`src/rtl/core/rosat_pkg.sv`:
```
package rosat_pkg;

	// Default coordinate width (Q12.4)
	localparam int COORD_BITS_DEF = 16;

	// Corners per rectangle, axes per test, lanes (one per corner of both rectangles)
	localparam int NUM_CORNERS = 4;
	localparam int NUM_AXES    = 4;
	localparam int NUM_LANES   = 2 * NUM_CORNERS;
	localparam int AXIS_BITS   = $clog2(NUM_AXES);

	typedef logic [AXIS_BITS-1:0] axis_idx_t;

	// Axis order of the test
	localparam axis_idx_t AXIS_A_TOP   = 2'd0;
	localparam axis_idx_t AXIS_A_RIGHT = 2'd1;
	localparam axis_idx_t AXIS_B_LEFT  = 2'd2;
	localparam axis_idx_t AXIS_B_TOP   = 2'd3;

	// Corner slots inside a rectangle
	localparam int CORNER_UR = 0;
	localparam int CORNER_UL = 1;
	localparam int CORNER_LR = 2;
	localparam int CORNER_LL = 3;

	// Tag that travels with each axis through the lanes
	typedef struct packed {
		logic valid;
		logic first;
		logic last;
	} ctl_t;

	// Verdict from the merging stage
	typedef struct packed {
		logic done;
		logic colliding;
	} res_t;

endpackage

```
`src/rtl/core/rosat_lane.sv`:
```
module rosat_lane #(
	parameter int CoordBits = rosat_pkg::COORD_BITS_DEF
) (
	input  logic                          clk,
	input  logic signed [CoordBits:0]     corner_x,
	input  logic signed [CoordBits:0]     corner_y,
	input  logic signed [CoordBits+1:0]   axis_x,
	input  logic signed [CoordBits+1:0]   axis_y,
	output logic signed [2*CoordBits+3:0] dot
);
	localparam int ProdBits = 2 * CoordBits + 3;
	localparam int DotBits  = ProdBits + 1;

	logic signed [ProdBits-1:0] prod_x;
	logic signed [ProdBits-1:0] prod_y;
	logic signed [ProdBits-1:0] prod_x_s2;
	logic signed [ProdBits-1:0] prod_y_s2;
	logic signed [DotBits-1:0]  dot_s3;

	// Project the corner on the axis, one multiplier per component
	assign prod_x = ProdBits'(corner_x) * ProdBits'(axis_x);
	assign prod_y = ProdBits'(corner_y) * ProdBits'(axis_y);

	always_ff @(posedge clk) begin
		prod_x_s2 <= prod_x;
		prod_y_s2 <= prod_y;
	end

	// Sum the two components at full width
	always_ff @(posedge clk) begin
		dot_s3 <= DotBits'(prod_x_s2) + DotBits'(prod_y_s2);
	end

	assign dot = dot_s3;
endmodule

```
`config.mk`:
```
export PLATFORM = sky130hd
export DESIGN_NAME = rosat_lane
export DESIGN_NICKNAME = d
export VERILOG_FILES = /design/src/rtl/core/rosat_pkg.sv /design/src/rtl/core/rosat_lane.sv
export SDC_FILE = /design/constraint.sdc
export NUM_CORES = 2
export LEC_CHECK = 0
export CORE_ASPECT_RATIO = 0.75
export CORE_MARGIN = 2
export CORE_UTILIZATION = 40
export CTS_CLUSTER_DIAMETER = 100
export DETAILED_ROUTE_END_ITERATION = 10
export DONT_BUFFER_PORTS = 1
export GPL_TIMING_DRIVEN = 1
export MAX_ROUTING_LAYER = met4
export SETUP_SLACK_MARGIN = 0.05
export SYNTH_ARGS = -nofsm -noshare
export SYNTH_HDL_FRONTEND = slang
export SYNTH_SLANG_ARGS = --single-unit
```
`constraint.sdc`:
```
create_clock -name clk -period 18.14 [get_ports clk]
set_clock_uncertainty 0.15 [all_clocks]
set_input_delay 3.628 -clock clk [delete_from_list [all_inputs] [get_ports clk]]
set_output_delay 3.628 -clock clk [all_outputs]
set_load 0.02 [all_outputs]
```
# Word level (Yosys, flattened, before mapping)
# Cells that the tools add are included.
# Widths: inputs -> output; s select.
[totals] regBits=106 latch_bits=0 ramBits=0 mem_bits_ro=0 out_inout_bits=36 elab_cells=6 memories=0
[op_classes] add_sub_neg=1 multipliers=2 n_div=0 n_lt_le_gt_ge=0 n_eq_ne=0 shift=0 mux=0 bitwise=0 reduce_logical=0
[ops] op="$mul 17x18->35" n=2
[ops] op="$add 35x35->36" n=1

# Longest topological paths before layout
[logic_depth] depth_word=1 mapped_depth=25

# Least setup slack after synthesis
# No wires, ideal clock.
[synth_path] path_type="input to register" startpoint="input corner_x[8]" endpoint="register prod_x_s2[34]" setup_ps=120 arrival_time_ps=9337 required_ps=17870 path_slack_ps=8533 cell_stages=25 path_buffers=2 path_cell_list="clkbuf_1 > clkbuf_1 > nand2_1 > fa_1 > inv_1 > fa_1 > inv_1 > fa_1 > inv_1 > fa_1 > fa_1 > inv_1 > fa_1 > inv_1 > ha_1 > a211oi_1 > o21bai_1 > a211oi_1 > o21a_1 > a2bb2oi_1 > o311a_4 > or3_4 > o21ai_0 > o21ai_1 > xnor2_1"
[synth_via] elab_chain_len=1
[synth_lines] item="start, declared" line="rosat_lane.sv:5" rtl="input logic signed [CoordBits:0] corner_x,"
[synth_lines] item="$mul 17x18->35" line="rosat_lane.sv:21" rtl="assign prod_x = ProdBits'(corner_x) * ProdBits'(axis_x);"
[synth_lines] item="net prod_x[34]" line="rosat_lane.sv:14" rtl="logic signed [ProdBits-1:0] prod_x;"
[synth_lines] item="end signal, assigned" line="rosat_lane.sv:25" rtl="prod_x_s2 <= prod_x;"
[synth_lines] item="end, declared" line="rosat_lane.sv:16" rtl="logic signed [ProdBits-1:0] prod_x_s2;"
# The timed path passes the listed nets, and every way through them passes these cells.

# Worst setup path after layout
[layout_path] startpoint="input corner_y[16]" endpoint="register prod_y_s2[34]"
[layout_via] elab_chain_len=1
[layout_lines] item="start, declared" line="rosat_lane.sv:6" rtl="input logic signed [CoordBits:0] corner_y,"
[layout_lines] item="$mul 17x18->35" line="rosat_lane.sv:22" rtl="assign prod_y = ProdBits'(corner_y) * ProdBits'(axis_y);"
[layout_lines] item="net prod_y[34]" line="rosat_lane.sv:15" rtl="logic signed [ProdBits-1:0] prod_y;"
[layout_lines] item="end signal, assigned" line="rosat_lane.sv:26" rtl="prod_y_s2 <= prod_y;"
[layout_lines] item="end, declared" line="rosat_lane.sv:17" rtl="logic signed [ProdBits-1:0] prod_y_s2;"
# The timed path passes the listed nets, and every way through them passes these cells.

==> results.md <==
* Number of synthesized flops with an enable pin at 0
* First-pass GRT wire length at 101,000 µm
* Antenna violations before repair at 3
* DRT Pass-1 Iters at 5
* Worst-Skew Late Latency at 0.36 ns
* Largest net degree at the start of global routing at 20
* Setup crit start kind: input pin
* Die outline height at 226 µm
* Outcome: finished clean
* RSZ-0062 raised after global routing: false
* Vias in the first global route at 19,800
* Nets@finish at 3,640
* DRC at 0
* Hold Violations, Final at 0
* GR Util All Layers at 0.190
* WL/cell at 16.3 µm
* Die Wd at 301 µm
* Mean Syn Cell Area at 9.39 µm²
* Syn-to-layout area delta at 4.11%
* Hold-fix buffers at CTS at 0
* Peak per-stage delay on the critical path at 0.53 ns
* Most frequent cells in the layout: inv_1, fa_1, nand2_1
* I/O pin count at 107
* Ys async rst share at 0
* Minimum clock period at 9.46 ns
* Fmax at 0.106 GHz
* Measured slew at the worst slew-check pin at 0.679 ns
* Commonest non-fill, non-tap cell in the layout: inv_1
* Worst-path cell chain: inv_1, nor2_1, fa_1, fa_1, fa_1, fa_1, fa_1, inv_1, fa_1, inv_1, ha_1, nand3_1, or4_1, a21oi_1, o21ai_0, a21boi_1, a21oi_1, a21oi_1, a21o_1, a21oi_1, xnor2_1
* Clk sinks at 106
* Rows at 81
* Critical Path RT at 18.23 ns
* Setup Buffers After CTS at 0
* Max-slew violations at 0
* Post-CTS Resized at 0
* Slowest cell on crit path: fa_1
* Final setup vio count at 0
* Layout cells sized above 1 at 0.0124
* Number of CTS-inserted buffers at 9
* Prevailing post-synth register cell: dfxtp_1
* Clk slew on worst S/H paths at 0.07 ns
* HP Class: flip-flop to flip-flop
* CP bufs+invs at 3
* Setup TNS Final at 0 ns
* First DRT Iteration DRCs at 897
* Total core area at 0.0652 mm²
* Critical Path AT at 9.56 ns
* Via count at 17,900
* CTS tree: yes
* #FFs+latches synth at 106
* DP Wirelength at 51,500 µm
* Grt total ovfl at 0
* Cell mode on critical path: fa_1
* DIE AREA at 0.0680 mm²
* Detail Route Antenna Nets at 0
* CP Capture Type: flip-flop
* Clock root buffer: clkbuf_16
* Initial Util at 0.405
* Post-Syn Area at 0.0264 mm²
* Sequential area share after synthesis at 0.0805
* Slew HR at 0.546
* Drt total wl at 59,100 µm
* Synth cell types at 56
* Crit Path Max Fanout at 15
* CTS max path bufs at 2
* Syn nets at 3,713
* Final period util at 0.522
* CP top delay family: adder cells
* Vias per inst at 4.95
* H-Tree Depth at 3
* Max Cap Viol at 0
* Mapped Cells at 2,810
* Ys Warns at 0
* Placer Congestion at 0.872
* Number of I/O port buffers at 0
* Crit Path Category: input pin to flip-flop
[cell usage after synthesis (2+ instances only)]
library cell    n  area, µm²
o211ai_1        6       45.0
a21oi_1        74        370
nor2_1         81        304
o21ai_0        44        220
or4_1           2       15.0
o21a_1          9       67.6
buf_1           2       7.51
a211oi_1        9       67.6
ha_1          209       2620
xor2_1         24        210
o21ai_1         3       15.0
a221oi_1        3       26.3
a31oi_1         7       43.8
clkbuf_1       82        308
dfxtp_1       106       2120
or2_2           8       50.1
fa_1          623      12500
o31ai_1         2       15.0
and2_1        308       1930
and4_1          2       17.5
o2111ai_1       4       35.0
a211o_1         3       26.3
o21bai_1       12       90.1
and3_1          8       50.1
nor3_1         11       55.1
inv_1         667       2500
a31o_2          2       17.5
nand2_1       310       1160
xnor2_1        80        701
nor2b_1         7       43.8
nand4_1         3       18.8
nand3_1        18       90.1
nand2b_1       18        113
a21o_1         41        308
[layout make-up]
| type | count | area [µm²] |
|---|---|---|
| Inverter | 667 | 2500 |
| Clock inverter | 7 | 82.6 |
| Tap cell | 871 | 1090 |
| Clock buffer | 9 | 225 |
| Antenna cell | 1 | 2.50 |
| Sequential cell | 106 | 2120 |
| Fill cell | 6322 | 37700 |
| Multi-Input combinational cell | 1953 | 21400 |
[cells by family after synthesis]
kind of cell / after synthesis / synth area share
compound gates: 236 / 0.0588
xor+xnor: 104 / 0.0345
fa+ha+maj: 832 / 0.572
buf+inv: 751 / 0.107
flops: 106 / 0.0805
simple gates: 781 / 0.147
[state kept, by name, indices dropped and copies added (netlist names)]
name,count
dot,36
prod_x_s2,35
prod_y_s2,35
[per-stage QoR]
stage | hold WS [ns] | instance area (µm²) | util | setup WS (ns) | std cells
2_1_floorplan | 0.270 | 26400 | - | 8.53 | 2810
6_report | 0.308 | 27500 | 0.421 | 8.68 | 3614
5_1_grt | 0.330 | 27500 | 0.421 | 8.26 | 3614
3_5_place_dp | 0.285 | 27200 | 0.417 | 8.32 | 3597
4_1_cts | 0.308 | 27500 | 0.421 | 8.71 | 3613
3_3_place_gp | 0.299 | 27200 | 0.417 | 8.48 | 3597
[final timing paths]
| check | startpoint | end | slack (ns) | depth (start not counted) |
|---|---|---|---|---|
| max | corner_y[16] | prod_y_s2[34] | 8.68 | 21 |
| max reg2reg | prod_x_s2[0] | dot[32] | 14.63 | 13 |
| min | prod_y_s2[0] | dot[0] | 0.31 | 1 |
| min reg2reg | prod_y_s2[0] | dot[0] | 0.31 | 1 |
[worst reg2reg max path, stage by stage, from the launching register on]
cell and delay (ns):
dfxtp_1 0.33, ha_1 0.16, inv_1 0.06, fa_1 0.39
nor2b_1 0.16, o31a_1 0.17, o21ai_0 0.14, a21oi_1 0.30
o2111ai_1 0.29, a2111oi_2 0.63, o21ai_0 0.20, a21oi_1 0.21
o21ai_0 0.10, a21oi_1 0.15
[routing by layer]
| layer | track usage | vias up | part of all wire |
|---|---|---|---|
| met1 | 0.253 | 9212 | 0.44 |
| met4 | 0.0303 | 0 | 0.014 |
| li1 | - | 8147 | - |
| met3 | 0.0389 | 77 | 0.065 |
| met5 | - | - | 0 |
| met2 | 0.306 | 456 | 0.48 |
Power is left out: the tool's default activity adds up to more than one toggle a clock period on the data nets, which glitch-free logic cannot reach.
