## src/rtl/core/rosat_pkg.sv

```systemverilog
package rosat_pkg;

	// Default coordinate width (Q12.4)
	localparam int COORD_BITS_DEF = 16;

	// Corners per rectangle, axes per test, lanes (one per corner of both rectangles)
	localparam int NUM_CORNERS = 4;
	localparam int NUM_AXES    = 4;
	localparam int NUM_LANES   = 2 * NUM_CORNERS;
	localparam int AXIS_BITS   = $clog2(NUM_AXES);

	typedef logic [AXIS_BITS-1:0] axis_idx_t;

	// Axis order of the test
	localparam axis_idx_t AXIS_A_TOP   = 2'd0;
	localparam axis_idx_t AXIS_A_RIGHT = 2'd1;
	localparam axis_idx_t AXIS_B_LEFT  = 2'd2;
	localparam axis_idx_t AXIS_B_TOP   = 2'd3;

	// Corner slots inside a rectangle
	localparam int CORNER_UR = 0;
	localparam int CORNER_UL = 1;
	localparam int CORNER_LR = 2;
	localparam int CORNER_LL = 3;

	// Tag that travels with each axis through the lanes
	typedef struct packed {
		logic valid;
		logic first;
		logic last;
	} ctl_t;

	// Verdict from the merging stage
	typedef struct packed {
		logic done;
		logic colliding;
	} res_t;

endpackage

```

## src/rtl/core/rosat_merge.sv

```systemverilog
module rosat_merge #(
	parameter int CoordBits = rosat_pkg::COORD_BITS_DEF
) (
	input  logic                          clk,
	input  logic                          arst_n,
	input  rosat_pkg::ctl_t               ctl_s3,
	input  logic signed [2*CoordBits+3:0] dot_s3 [rosat_pkg::NUM_LANES],
	output rosat_pkg::res_t               res
);
	localparam int DotBits = 2 * CoordBits + 4;
	localparam int Pairs   = rosat_pkg::NUM_CORNERS / 2;

	function automatic logic signed [DotBits-1:0] smin(
		input logic signed [DotBits-1:0] a,
		input logic signed [DotBits-1:0] b
	);
		return (a <= b) ? a : b;
	endfunction

	function automatic logic signed [DotBits-1:0] smax(
		input logic signed [DotBits-1:0] a,
		input logic signed [DotBits-1:0] b
	);
		return (a <= b) ? b : a;
	endfunction

	rosat_pkg::ctl_t           ctl_s4;
	rosat_pkg::ctl_t           ctl_s5;
	logic signed [DotBits-1:0] a_lo_s4 [Pairs];
	logic signed [DotBits-1:0] a_hi_s4 [Pairs];
	logic signed [DotBits-1:0] b_lo_s4 [Pairs];
	logic signed [DotBits-1:0] b_hi_s4 [Pairs];
	logic signed [DotBits-1:0] a_lo_s5;
	logic signed [DotBits-1:0] a_hi_s5;
	logic signed [DotBits-1:0] b_lo_s5;
	logic signed [DotBits-1:0] b_hi_s5;
	logic                      gap;
	logic                      sep_any;
	logic                      sep_q;
	rosat_pkg::res_t           res_s6;

	// First level: bounds of corner pairs
	always_ff @(posedge clk) begin
		for (int p = 0; p < Pairs; p++) begin
			a_lo_s4[p] <= smin(dot_s3[2*p], dot_s3[2*p+1]);
			a_hi_s4[p] <= smax(dot_s3[2*p], dot_s3[2*p+1]);
			b_lo_s4[p] <= smin(dot_s3[rosat_pkg::NUM_CORNERS+2*p],
			                   dot_s3[rosat_pkg::NUM_CORNERS+2*p+1]);
			b_hi_s4[p] <= smax(dot_s3[rosat_pkg::NUM_CORNERS+2*p],
			                   dot_s3[rosat_pkg::NUM_CORNERS+2*p+1]);
		end
	end

	// Second level: full interval of each rectangle
	always_ff @(posedge clk) begin
		a_lo_s5 <= smin(a_lo_s4[0], a_lo_s4[1]);
		a_hi_s5 <= smax(a_hi_s4[0], a_hi_s4[1]);
		b_lo_s5 <= smin(b_lo_s4[0], b_lo_s4[1]);
		b_hi_s5 <= smax(b_hi_s4[0], b_hi_s4[1]);
	end

	// Advance the axis tag alongside the bounds
	always_ff @(posedge clk or negedge arst_n) begin
		if (!arst_n) begin
			ctl_s4 <= '0;
			ctl_s5 <= '0;
		end else begin
			ctl_s4 <= ctl_s3;
			ctl_s5 <= ctl_s4;
		end
	end

	// Touching intervals overlap; a gap on any axis separates the rectangles
	assign gap     = !((b_lo_s5 <= a_hi_s5) && (a_lo_s5 <= b_hi_s5));
	assign sep_any = gap | (sep_q & !ctl_s5.first);

	always_ff @(posedge clk or negedge arst_n) begin
		if (!arst_n) begin
			sep_q  <= 1'b0;
			res_s6 <= '0;
		end else begin
			res_s6.done <= ctl_s5.valid & ctl_s5.last;
			if (ctl_s5.valid) begin
				sep_q            <= sep_any;
				res_s6.colliding <= !sep_any;
			end
		end
	end

	assign res = res_s6;
endmodule
```

## config.mk

```make
export PLATFORM = sky130hd
export DESIGN_NAME = rosat_merge
export DESIGN_NICKNAME = d
export VERILOG_FILES = /design/src/rtl/core/rosat_pkg.sv /design/src/rtl/core/rosat_merge.sv
export SDC_FILE = /design/constraint.sdc
export NUM_CORES = 1
export LEC_CHECK = 0
export BUFFER_PORTS_ARGS = -buffer_cell sky130_fd_sc_hd__buf_2
export CAP_MARGIN = 40
export CORE_MARGIN = 2
export CORE_UTILIZATION = 64
export DETAILED_ROUTE_END_ITERATION = 10
export GPL_ROUTABILITY_DRIVEN = 1
export PLACE_DENSITY = 0.86
export RECOVER_POWER = 25
export SYNTH_ARGS = -nofsm -noshare
export SYNTH_HDL_FRONTEND = slang
export SYNTH_SLANG_ARGS = --single-unit
```

## constraint.sdc

```tcl
create_clock -name clk -period 4.95 [get_ports clk]
set_clock_uncertainty 0.1 [all_clocks]
set_input_delay 0.99 -clock clk [delete_from_list [all_inputs] [get_ports clk]]
set_output_delay 0.99 -clock clk [all_outputs]
set_load 0.03 [all_outputs]
```

Word-level counts from Yosys, hierarchy flattened
Memories as Yosys holds them, arrays and structs flattened.
Cells that the tools add are included.
Storage, ports and cells
  bits in registers: 153
  latch bits: 0
  memory bits (writable): 288
  memory bits (read-only): 0
  input bits: 293
  output and inout port bits: 2
  word-level logic and storage cells: 46
  memories: 4
Operators by class
  $add $sub $neg: 0
  $mul: 0
  divide/modulo/power cells: 0
  magnitude comparators: 10
  equality and inequality tests: 0
  shifts and indexed selects: 0
  multiplexer cells: 12
  bitwise logic cells: 3
  reduce and logical (&&, ||, !) cells: 4
Memory list
  a_hi_s4: words 2, bits a word 36, read ports 2, clocked after memory_dff 0, wr ports 2, line rosat_merge.sv:30  | logic signed [DotBits-1:0] a_hi_s4 [Pairs];
  a_lo_s4: words 2, bits a word 36, read ports 2, clocked after memory_dff 0, wr ports 2, line rosat_merge.sv:29  | logic signed [DotBits-1:0] a_lo_s4 [Pairs];
  b_hi_s4: words 2, bits a word 36, read ports 2, clocked after memory_dff 0, wr ports 2, line rosat_merge.sv:32  | logic signed [DotBits-1:0] b_hi_s4 [Pairs];
  b_lo_s4: words 2, bits a word 36, read ports 2, clocked after memory_dff 0, wr ports 2, line rosat_merge.sv:31  | logic signed [DotBits-1:0] b_lo_s4 [Pairs];
Operators by type and width (count)
  $mux W36: 12
  $le A36 B36 Y1: 10
  $logic_not A1 Y1: 3
  $and A1 B1 Y1: 2
  $logic_and A1 B1 Y1: 1
  $or A1 B1 Y1: 1

Longest topological paths before layout
Gate-level depths: netlist of the first run.
  depth in word-level cells: 5
  mapped depth: 12
  depth with buffers taken out: 10

Worst setup path before layout of the first run
Ideal clock, no wire load.
  path kind: input port to flip-flop
  from: input port dot_s3[33] (netlist bit)
  to: memory b_hi_s4[0][40] (netlist bit)
  setup time: 0.123 ns
  data arrival time: 3.192 ns
  required time: 4.727 ns
  setup slack: 1.535 ns
  cell stages on the path: 11
  buffers on the path: 2
  path through: inv_1 ha_1 a21o_1 a21o_1 a21oi_1 o211ai_1 or4b_1 o31a_1 buf_4 buf_6 mux2_1
RTL lines
  start, declared: line rosat_merge.sv:7  | input logic signed [2*CoordBits+3:0] dot_s3 [rosat_pkg::NUM_LANES],
  end, declared: line rosat_merge.sv:32

==> metrics.cfg, run 1 <==
[finish]
final_cell_area_sq_um = 29400
drive_gt1_share_pct = 23.7
fin_util_pct = 73.7
instances_no_fill = 3511
area_growth_syn_to_layout_pct = 13.1
fin_nets = 3594

[detailed_routing]
dr.pass1.iters = 5
wl_per_cell_um = 20.7
drcViolationCount = 0
vias = 21700
drt-initial-drc-count = 1773
ant_nets = 0
via_per_inst = 6.18
wirelength_um = 72800

[cts]
numCtsBuffers = 46
cts_hold_buf = 0
root_buffer = clkbuf_16
cts_tree = done
htreeDepth = 2
cts.sink_count = 441
post_cts_resized = 0
clkTransAtPathRegs_ps = 60
post_cts_buffers = 0
clockBufferDepth = 3
clock_latency_ps = 580

[job]
drv_cap = 1

[logic_synthesis]
yosysUniqueCellTypes = 59
netlist_area_sq_um = 26000
synthCells = 2704
synth_top_area_share_pct = 33.3
yosysSeqAreaShare_pct = 34.1
synth-edff-count = 0
ys.flop_type = dfxtp_1
yosys-top-cells-count = dfxtp_1 (432), inv_1 (371), ha_1 (360), mux2_2 (343), a21oi_1 (236)
synth.most_common_cell = dfxtp_1
syn_avg_cell_area_sq_um = 9.62
synth_area_leaders = dfxtp_1 (33%), ha_1 (17%), mux2_2 (15%)
synthesis.nets = 3357
synthArstFlopShare_pct = 2.04
ys_ff_latch = 441
synth_area_leader_cell = dfxtp_1
ys_warn_count = 0

[placed_design]
routabilityCongestion = 0.963
dp_cells = 3418
port-buffer-count = 294
dpl_cell_area_sq_um = 27800
dp_hpwl_um = 54300

[power]
seqPwrFrac_pct = 37.9
p_per_area_nw_per_um2 = 432
p_total_mw = 12.7
irDropWorstVdd_mv = 0.266
p_sw_mw = 4.24
internal_power_mw = 8.45
p_leak_nw = 14.1
p_sw_share_pct = 33.4
clkPwrFrac_pct = 28.4
pwr-share-comb_pct = 33.6

[setup_path]
critPathCaptureType = flop
path_buf_inv = 3
critical_path_class = reg2reg
slowest_stage = o21ai_0
arrival_ps = 4650
crit_chain = inv_1, ha_1, a21o_1, a21o_1, a21oi_1, o22ai_1, a2111oi_0, buf_1, nor2_1, o21ai_0, buf_12, mux2_2
crit_top_cell = a21o_1
critPathMaxFanout = 28
cpPeakStageDelay_ps = 1170
start_kind = flop
critPathTopFamily = compound AO/OA/AOI/OAI gates
worst-endpoint-required_ps = 5300

[die]
dieHeight_um = 206
ios = 295
die_width_um = 206
core_area_sq_um = 39900
dieArea_sq_um = 42300
rows = 73
start_util_pct = 65.1

[timing]
min_period_ps = 4310
min_period_over_period_pct = 87.1
setup_viol = 0
drv_slew = 9
worst_pin_slew_ps = 1540
rsz0062_at_grt = false
max-slew-margin-rel_pct = -3.54
hold_viol_final = 0
fmax_mhz = 232
tns_ps = 0

[grt]
grt_use_total_pct = 33.9
grt_pass1_vias = 21000
antenna_found_initial = 5
overflow = 0
grt_pass1_wl_um = 112000
grt_max_degree = 290

[min_path]
hp-class = in2async

[run_status]
violations = capacitance limit, slew limit
status = finished, violations left

-- worst paths after layout --
kind	startpoint	to	slack (ps)	depth (start not counted)
min in group clk	ctl_s4[1]	ctl_s5[1]	250	0
setup reg to reg	a_hi_s4[0][41]	a_hi_s5[11]	640	12
hold / removal	arst_n	ctl_s4[2]	240	1
hold reg to reg	ctl_s4[1]	ctl_s5[1]	250	0
max in group asynchronous	arst_n	res[1]	4190	1
setup / recovery	a_hi_s4[0][41]	a_hi_s5[11]	640	12
-- power by group through the flow --
stage | combinational [mW] | clock [mW] | sequential (mW)
6_report | 4.27 | 3.61 | 4.81
3_3_place_gp | 3.95 | 0 | 4.84
3_5_place_dp | 4.18 | 0 | 4.85
4_1_cts | 4.27 | 3.63 | 4.80
2_1_floorplan | 3.02 | 0 | 4.68
5_1_grt | 4.70 | 3.77 | 4.88
-- state kept, by name, indices dropped and copies added, names as in the netlist --
signal	count
a_hi_s4	72
a_hi_s5	36
a_lo_s4	72
a_lo_s5	36
b_hi_s4	72
b_hi_s5	36
b_lo_s4	72
b_lo_s5	36
ctl_s4	3
ctl_s5	3
res	2
sep_q	1
-- cells by family after synthesis --
family,Yosys count,share of synthesized area [%]
adder cells (fa/ha/maj),360,17.3
flip-flops,441,34.1
AO/OA/AOI/OAI,596,15.1
multiplexers,363,15.7
buffers and inverters,499,7.63
AND/OR/NAND/NOR,445,10.1
-- stage by stage --
stage | setup slack (ps) | hold slack [ps]
floorplan | 1530 | 231
global placement | 650 | 231
detailed placement | 532 | 238
CTS | 1110 | 132
global route | 606 | 249
finish | 641 | 236
-- cell type report --
cell class              count  area (sq um)
repair buffers            317          1690
flip-flops and latches    441          8870
diodes                      8          20.0
clock buffers              58          1310
inverters                 371          1390
clock inverters            27           287
multi-input cells        1764         15200
fillers                  2902         10500
well taps                 525           657
-- routing by layer --
layer	vias up	GRT usage, %	routed length (um)
met5	-	0	13
met4	2	13.2	2750
met3	166	3.79	5060
met2	861	55.9	33600
met1	10400	45.5	31300
li1	10300	-	-
-- layout by cell type (no fill, tap or decap), types with 4 or more instances in the layout --
master	Yosys	routed
dfxtp_1	432	432
inv_1	371	371
ha_1	360	359
mux2_2	343	303
buf_2	34	291
a21oi_1	236	236
a21o_1	111	111
nand4_1	87	87
nand3_1	85	85
o211ai_1	82	82
nand2b_1	75	75
a41oi_1	72	72
mux2_1	18	58
clkbuf_16	0	48
nor4_1	41	41
o21ai_0	35	39
nor4b_1	39	39
nor2_1	33	31
nand2_1	28	28
nor2b_1	17	17
nor3_1	13	13
clkinvlp_4	0	13
o21a_1	11	11
clkbuf_1	75	11
a211oi_1	10	10
buf_4	4	10
dfrtp_1	9	9
diode_2	0	8
clkbuf_8	0	7
or2_2	6	6
buf_12	0	6
and4_1	5	5
clkinv_2	0	5
a31oi_1	4	4
o22ai_1	4	4
clkinv_4	0	4
bufinv_16	0	4
No activity file was read; power rests on OpenSTA's default activity.
==> run 2: changes to the inputs <==
--- a/config.mk
+++ b/config.mk
@@ -11,7 +11,7 @@
 export CORE_UTILIZATION = 64
 export DETAILED_ROUTE_END_ITERATION = 10
 export GPL_ROUTABILITY_DRIVEN = 1
-export PLACE_DENSITY = 0.86
+export PLACE_DENSITY = 0.91
 export RECOVER_POWER = 25
 export SYNTH_ARGS = -nofsm -noshare
 export SYNTH_HDL_FRONTEND = slang
==> metrics.cfg, run 2 (same netlist as run 1, synthesis figures left out) <==
[timing]
tns_ps = 0  ; unchanged
min_period_over_period_pct = 79.0  ; -8.1 points
whs_ps = 221  ; -15.6 ps
hold_viol_final = 0  ; unchanged
fmax_mhz = 256  ; +10%
max-slew-margin-rel_pct = 12.8  ; +16 points
drv_slew = 0  ; -9
setup_viol = 0  ; unchanged
min_period_ps = 3910  ; -400 ps
rsz0062_at_grt = false
worst_pin_slew_ps = 1310  ; -229 ps

[grt]
grt_pass1_wl_um = 113000  ; +0.88%
antenna_found_initial = 9  ; +4
grt_pass1_vias = 21300  ; +1.3%
overflow = 0  ; unchanged
grt_max_degree = 290  ; unchanged
grt_use_total_pct = 34.1  ; +0.27 points

[finish]
fin_util_pct = 73.8  ; +0.16 points
final_cell_mix = dfxtp_1 (432), inv_1 (371), ha_1 (359)
area_growth_syn_to_layout_pct = 13.3
fin_nets = 3593  ; -0.028%
area.sequential_sq_um = 8870  ; unchanged
multi_input_comb_area_sq_um = 15200  ; about the same
final_cell_area_sq_um = 29500  ; +0.22%
nFillCells = 2792  ; -3.8%
drive_gt1_share_pct = 23.3  ; -0.40 points
final_common_cell = dfxtp_1

[cts]
clkTransAtPathRegs_ps = 60  ; about the same
numCtsBuffers = 46  ; unchanged
htreeDepth = 2  ; unchanged
cts_tree = done
clockBufferDepth = 3  ; unchanged
clock_latency_ps = 590  ; about the same
post_cts_resized = 0  ; unchanged
cts.sink_count = 441  ; unchanged
post_cts_buffers = 0  ; unchanged
root_buffer = clkbuf_16
cts_hold_buf = 0  ; unchanged

[power]
seqPwrFrac_pct = 37.7  ; -0.2 points
irDropWorstVdd_mv = 0.349  ; +31%
p_sw_share_pct = 33.5  ; +0.066 points
p_sw_mw = 4.29  ; +1.2%
p_leak_nw = 14.1  ; +0.45%
pwr-share-comb_pct = 33.3  ; -0.3 points
clkPwrFrac_pct = 29.0  ; +0.6 points
internal_power_mw = 8.53  ; +0.94%
p_per_area_nw_per_um2 = 435  ; +0.82%

[setup_path]
arrival_ps = 4260  ; -390 ps
path_buf_inv = 2  ; -1
critPathTopFamily = compound AO/OA/AOI/OAI gates
cpPeakStageDelay_ps = 990  ; -180 ps
critPathMaxFanout = 10  ; -64%
critPathCaptureType = flop
worst-endpoint-required_ps = 5300  ; about the same
critical_path_class = reg2reg
crit_top_cell = a21o_1
crit_chain = inv_1, ha_1, a21o_1, a21o_1, a21oi_1, or2_2, a311oi_1, o21a_1, o21ai_0, clkbuf_1, mux2_1
slowest_stage = o21ai_0
start_kind = flop

[detailed_routing]
met2_length_um = 33900  ; +0.82%
routed.top_layer = met5
wl_per_cell_um = 21.0  ; +1.4%
drt-initial-drc-count = 1788  ; +0.85%
m1WireLength_um = 30900  ; -1.3%
dr.pass1.iters = 6  ; +1
wl_met3_um = 5830  ; +15%
wirelength_um = 73700  ; +1.3%
via_per_inst = 6.23  ; +0.91%
drcViolationCount = 0  ; unchanged
ant_nets = 0  ; unchanged
vias = 21900  ; +0.80%

[die]
die_width_um = 206  ; unchanged
dieHeight_um = 206  ; unchanged
rows = 73  ; unchanged
ios = 295  ; unchanged
core_area_sq_um = 39900  ; unchanged
start_util_pct = 65.1  ; unchanged
dieArea_sq_um = 42300  ; unchanged

[job]
drv_cap = 0  ; -1

[run_status]
status = complete, no violations

[min_path]
hp-class = in2async

[placed_design]
dpl_cell_area_sq_um = 27900  ; about the same
routabilityCongestion = 0.932  ; -3.1%
dp_hpwl_um = 54500  ; +0.50%
port-buffer-count = 294  ; unchanged

[run 2: area by class of cell]
type,count,share of cell area [%]
timing repair buffer,316,5.82
tap,525,2.23
sequential,441,30.1
clock buffer,60,4.39
multi-input combinational,1764,51.5
antenna,4,0.0340
inverter,371,4.73
clock inverter,26,1.18
[run 2: per-layer routing]
metal  GRT usage (%)  up-vias
met5               0        -
met4            13.6       10
met3            5.83      196
met2            56.1      996
met1            44.5    10400
li1                -    10300
[run 2: power groups by stage]
stage / Sequential (mW) / Combinational (mW) / Clock [mW]
after CTS: 4.82 / 4.27 / 3.73
after detailed placement: 4.86 / 4.18 / 0
after global routing: 4.89 / 4.68 / 3.88
final: 4.83 / 4.27 / 3.72
after floorplan: 4.68 / 3.02 / 0
after global placement: 4.85 / 3.96 / 0
[run 2: per-stage QoR]
stage	power, mW	instances	worst slack, ps
6_report	12.8	3507	1040
3_3_place_gp	8.80	3416	630
4_1_cts	12.8	3503	1140
2_1_floorplan	7.70	2704	1530
3_5_place_dp	9.04	3417	577
5_1_grt	13.5	3504	814
[run 2: worst reg2reg max path, stage by stage, from the launching register on]
cell      delay (ps)
dfxtp_1          330
inv_1             50
ha_1             280
a21o_1           190
a21o_1           170
a21oi_1          190
or2_2            150
a311oi_1          90
o21a_1           230
o21ai_0          990
clkbuf_1         560
mux2_1           450
[run 2: final timing paths]
| check | from | to | slack (ps) | cells after the start |
|---|---|---|---|---|
| worst max-delay path | b_lo_s4[0][41] | b_lo_s5[32] | 1040 | 11 |
| worst min-delay path | arst_n | ctl_s5[0] | 220 | 1 |
| worst max register to register | b_lo_s4[0][41] | b_lo_s5[32] | 1040 | 11 |
| worst min register to register | ctl_s4[1] | ctl_s5[1] | 250 | 0 |
| max in group asynchronous | arst_n | sep_q | 4220 | 1 |
| min in group clk | ctl_s4[1] | ctl_s5[1] | 250 | 0 |
